===== src/rtl/core/rdf_pkg.sv =====
// rdf_pkg: shared types and constants for the recent identifier duplicate filter.
// No dependencies; used by rdf_ring, rdf_seq and recent_id_duplicate_filter.
package rdf_pkg;

    localparam int ID_W = 64;

    typedef logic [ID_W-1:0] id_t;

endpackage


===== src/rtl/core/rdf_seq.sv =====
// rdf_seq: lookup sequencer with one shared 64-bit comparator, ring bookkeeping.
// Depends on rdf_pkg (id_t); drives the ports of rdf_ring.
module rdf_seq #(
    parameter int WINDOW_DEPTH = 512,
    parameter int SLOT_W       = 9,
    parameter int OCC_W        = 10
) (
    input  logic              clk,
    input  logic              rst_n,
    input  logic              in_valid,
    output logic              in_ready,
    input  rdf_pkg::id_t      message_id,
    input  logic              enable,
    output logic              res_valid,
    input  logic              res_take,
    output logic              res_seen,
    output logic              wr_en,
    output logic [SLOT_W-1:0] wr_addr,
    output rdf_pkg::id_t      wr_data,
    output logic              rd_en,
    output logic [SLOT_W-1:0] rd_addr,
    input  rdf_pkg::id_t      rd_data
);

    localparam logic [1:0] S_IDLE   = 2'd0;
    localparam logic [1:0] S_SCAN   = 2'd1;
    localparam logic [1:0] S_RECORD = 2'd2;
    localparam logic [1:0] S_RESULT = 2'd3;

    localparam logic [OCC_W-1:0]  OCC_FULL = OCC_W'(WINDOW_DEPTH);
    localparam logic [SLOT_W-1:0] SLOT_MAX = SLOT_W'(WINDOW_DEPTH - 1);

    logic [1:0]        state_reg, state_next;
    rdf_pkg::id_t      id_reg, id_next;
    logic [OCC_W-1:0]  idx_reg, idx_next;
    logic              pend_reg, pend_next;
    logic              seen_reg, seen_next;
    logic [OCC_W-1:0]  occ_reg, occ_next;
    logic [SLOT_W-1:0] oldest_reg, oldest_next;
    logic              full;
    logic              hit;

    assign full = (occ_reg == OCC_FULL);
    assign hit  = pend_reg && (rd_data == id_reg);

    always_comb
    begin
        state_next  = state_reg;
        id_next     = id_reg;
        idx_next    = idx_reg;
        pend_next   = 1'b0;
        seen_next   = seen_reg;
        occ_next    = occ_reg;
        oldest_next = oldest_reg;
        in_ready    = 1'b0;
        res_valid   = 1'b0;
        wr_en       = 1'b0;
        rd_en       = 1'b0;
        case (state_reg)
            S_IDLE:
            begin
                in_ready = 1'b1;
                if (in_valid)
                begin
                    id_next   = message_id;
                    idx_next  = '0;
                    seen_next = 1'b0;
                    if (enable && (message_id != '0))
                    begin
                        state_next = S_SCAN;
                    end
                    else
                    begin
                        state_next = S_RESULT;
                    end
                end
            end
            S_SCAN:
            begin
                rd_en     = (idx_reg < occ_reg);
                pend_next = rd_en;
                if (rd_en)
                begin
                    idx_next = idx_reg + OCC_W'(1);
                end
                if (hit)
                begin
                    seen_next  = 1'b1;
                    state_next = S_RESULT;
                end
                else if (!rd_en)
                begin
                    state_next = S_RECORD;
                end
            end
            S_RECORD:
            begin
                wr_en = 1'b1;
                if (full)
                begin
                    oldest_next = (oldest_reg == SLOT_MAX) ? '0 : oldest_reg + SLOT_W'(1);
                end
                else
                begin
                    occ_next = occ_reg + OCC_W'(1);
                end
                state_next = S_RESULT;
            end
            S_RESULT:
            begin
                res_valid = 1'b1;
                if (res_take)
                begin
                    state_next = S_IDLE;
                end
            end
            default:
            begin
                state_next = S_IDLE;
            end
        endcase
    end

    // while the ring is filling, oldest stays at slot zero
    assign wr_addr  = full ? oldest_reg : occ_reg[SLOT_W-1:0];
    assign wr_data  = id_reg;
    assign rd_addr  = idx_reg[SLOT_W-1:0];
    assign res_seen = seen_reg;

    always_ff @(posedge clk or negedge rst_n)
    begin
        if (!rst_n)
        begin
            state_reg  <= S_IDLE;
            pend_reg   <= 1'b0;
            occ_reg    <= '0;
            oldest_reg <= '0;
        end
        else
        begin
            state_reg  <= state_next;
            pend_reg   <= pend_next;
            occ_reg    <= occ_next;
            oldest_reg <= oldest_next;
        end
    end

    always_ff @(posedge clk)
    begin
        id_reg   <= id_next;
        idx_reg  <= idx_next;
        seen_reg <= seen_next;
    end

endmodule


===== config.mk =====
export PLATFORM = sky130hd
export DESIGN_NAME = rdf_seq
export DESIGN_NICKNAME = d
export VERILOG_FILES = /design/src/rtl/core/rdf_pkg.sv /design/src/rtl/core/rdf_seq.sv
export SDC_FILE = /design/constraint.sdc
export NUM_CORES = 1
export LEC_CHECK = 0
export BUFFER_PORTS_ARGS = -buffer_cell sky130_fd_sc_hd__buf_2
export CORE_ASPECT_RATIO = 0.9
export CORE_MARGIN = 3
export CORE_UTILIZATION = 50
export CTS_BUF_LIST = sky130_fd_sc_hd__clkbuf_2
export DETAILED_ROUTE_END_ITERATION = 7
export PLACE_DENSITY = 0.82
export SYNTH_ARGS = -nofsm -noshare
export SYNTH_HDL_FRONTEND = slang
export SYNTH_SLANG_ARGS = --single-unit

===== constraint.sdc =====
create_clock -name clk -period 5.1 [get_ports clk]
set_clock_uncertainty 0.1 [all_clocks]
set_input_delay 0.765 -clock clk [delete_from_list [all_inputs] [get_ports clk]]
set_output_delay 0.765 -clock clk [all_outputs]
set_load 0.01 [all_outputs]

==> impl_metrics.toml <==
[yosys]
yosys_warnings = 0
synthAdderAreaFrac_pct = 4.383
synthFlopType = "edfxtp_1"
ys_types = 45
synth.area.mux_share_pct = 0.6331
synth-xor-area-share_pct = 10.91
yosys.area_share.simple_pct = 20.79
synth_area_per_cell_um2 = 11.47
synthCells = 448
syn_nets = 599
async_flop_share_pct = 22.68
synth_seq_area_share_pct = 54.54
synth_top_family_by_area = "simple AND/OR/NAND/NOR gates"
ys_seq_elements = 97
synth_compound_area_share_pct = 5.430
synth_area_um2 = 5139
synth_edf_count = 75

[drt]
vias = 4573
viasPerCell = 5.731
postRouteAntennaNets = 0
drt_iter0_drc = 330
drc = 0
drtPass1Iterations = 5
wire_per_inst_um = 20.62
wirelength_mm = 16.45

[timing]
setup_viol = 0
clock.fmax_ghz = 0.2852
fin_crit_ps = 3506
tightest_slew_ps = 1124
worst_slack_ps = 1594
finalCritPeriodShare_pct = 68.74
slew_violations = 0
setup_tns_ps = 0
rsz0062_at_grt = "false"
finalHoldViolations = 0
slew_headroom_pct = 24.87

[cells_and_area]
drive_gt1_share_pct = 36.01
antenna_cells = 0
largest_reg_flops = 64
n_fill_cell = 819
nets = 818
area_growth_syn_to_layout_pct = 25.35
design_area_um2 = 6441

[setup_path]
start_kind = "flop"
cp_max_fo = 5
crit_arrival_ps = 2640
worst_ep_required_time_ps = 4240
cp-end-kind = "output pin"
crit_type = "reg2out"

[placed_design]
post_dp_cell_area_um2 = 6324
place_congestion = 0.9327
dp_hpwl_mm = 13.65
port_buffers = 219
post-place-ws_ps = 2181

[floorplan]
rows = 34
initial_core_util_pct = 52.29
coreArea_um2 = 9827
chipHeight_um = 102.2
die_area_um2 = 11530
fp.dieW_um = 112.9
top_level_ports = 220

[global_routing]
grt_usage_pct = 28.24
grt_pass1_wl_mm = 24.83
grt_pass1_vias = 4605
antenna_found_initial = 0
grt_max_degree = 40
grt-ovfl-total = 0

[run_status]
status = "finished, final reports clean"

[hold_path]
hold_class = "in2reg"

[clock_network]
clock-sinks = 97
clk_pin_slew_worst_paths_ps = 300
clock-root-buffer = "clkbuf_2"
worstSkewPairLatency_ps = 590
cts_resized = 0
cts_buffers = 9
cts_buffer_depth = 2
htreeDepth = 3
tritoncts = "yes"

[power]
vdd_drop_max_mv = 0.2605
powerDensity_nw_per_um2 = 386.7
leakage_nw = 2.718

[run]
drv_cap = 0
-- metal layers --
metal | part of all wire (%) | wire (µm) | global-route usage [%]
met1 | 41 | 6771 | 37.09
met2 | 47 | 7657 | 45.36
met3 | 9.2 | 1516 | 8.407
met4 | 3.1 | 506 | 9.519
met5 | 0 | 0 | 0
-- path summary, 6_finish.rpt --
| kind | from | to | slack [ps] | cells after the start |
|---|---|---|---|---|
| max reg2reg | occ_reg[7]$_DFFE_PN0P_ | idx_reg[4]$_SDFFCE_PN0P_ | 2130 | 8 |
| min in group asynchronous | rst_n | occ_reg[2]$_DFFE_PN0P_ | 530 | 2 |
| min reg2reg | occ_reg[9]$_DFFE_PN0P_ | occ_reg[9]$_DFFE_PN0P_ | 390 | 1 |
| max in group asynchronous | rst_n | oldest_reg[8]$_DFFE_PN0P_ | 3970 | 2 |
| max | occ_reg[7]$_DFFE_PN0P_ | rd_en | 1590 | 8 |
| min | message_id[23] | wr_data[23]$_DFFE_PP_ | 240 | 1 |
-- cells in the mapped netlist (2+ instances only) --
master     number  area (µm²)
and2_1          8       50.05
xor2_1         18       157.7
nand2_1        29       108.9
a31oi_1         2       12.51
a21boi_0        2       15.01
and4_1          2       17.52
ha_1           18       225.2
dfrtp_1        22       550.5
clkbuf_1        3       11.26
edfxtp_1       75        2252
nor4b_2         2       30.03
o2111ai_1       4       35.03
xnor2_1        46       402.9
nand2b_1       30       187.7
nand3_1        12       60.06
and3_1          8       50.05
a21oi_1         9       45.04
or3_1           2       12.51
nor2_1         12       45.04
o21ai_0        11       55.05
nor3_1          4       20.02
o211ai_1        3       22.52
nand4_1        32       200.2
o21ai_1         9       45.04
inv_1          23       86.33
buf_4           9       67.56
nor2b_1         6       37.54
nor4_1         29       181.4
o22ai_1         2       12.51
-- kinds of logic (layout without fill, tap and decap cells) --
| logic type | after synthesis | in the layout |
|---|---|---|
| xor gates and xnor gates | 64 | 64 |
| AOI/OAI and AO/OA | 46 | 46 |
| adders and majority gates | 18 | 18 |
| buffers and inverters | 36 | 260 |
| muxes | 3 | 3 |
| and+or+nand+nor | 184 | 184 |
| DFF | 97 | 97 |
-- cell type report --
class	count	area (µm²)	area share, %
Clock buffer	9	45.04	0.6993
Clock inverter	7	62.56	0.9713
Inverter	23	86.33	1.340
Multi-Input combinational cell	315	2173	33.74
Sequential cell	97	2803	43.51
Tap cell	126	157.7	2.448
Timing Repair Buffer	221	1114	17.29
-- stage by stage --
stage | total power, mW | instances | hold slack (ps) | util, %
floorplan | 1.778 | 448 | 345.7 | -
detailed placement | 2.129 | 781 | 366.8 | 64.35
CTS | 2.496 | 798 | 189.0 | 65.55
global route | 2.642 | 798 | 185.0 | 65.55
global placement | 2.091 | 781 | 364.8 | 64.35
finish | 2.491 | 798 | 239.4 | 65.55
-- critical path: stages (launching register included) --
cell and delay [ps]:
dfrtp_1 510, inv_1 100, ha_1 300, a21o_1 180, a21oi_1 200, o2111ai_1 150
a31oi_1 290, and2_1 180, buf_2 140
-- where the power goes --
part	total [mW]	internal (mW)	switching [mW]
combinational	0.902	0.374	0.528
sequential	1.22	1.06	0.165
clock	0.368	0.0752	0.293
total	2.49	1.50	0.986
-- repair_timing --
item                                   4_1_cts  5_1_grt
endpoints found under the hold margin       13        0
buffers inserted                             0        0
hold buffers                                 1        0
-- cells in the final DEF (no fill, tap or decap), types with 9 or more instances in the layout --
cell type | Yosys | routed
buf_2 | 1 | 219
edfxtp_1 | 75 | 75
xnor2_1 | 46 | 46
nand4_1 | 32 | 32
nand2b_1 | 30 | 30
nand2_1 | 29 | 29
nor4_1 | 29 | 29
inv_1 | 23 | 23
dfrtp_1 | 22 | 22
xor2_1 | 18 | 18
ha_1 | 18 | 18
nand3_1 | 12 | 12
nor2_1 | 12 | 11
o21ai_0 | 11 | 11
a21oi_1 | 9 | 9
o21ai_1 | 9 | 9
clkbuf_2 | 0 | 9
Power figures use the tool's default switching activity.
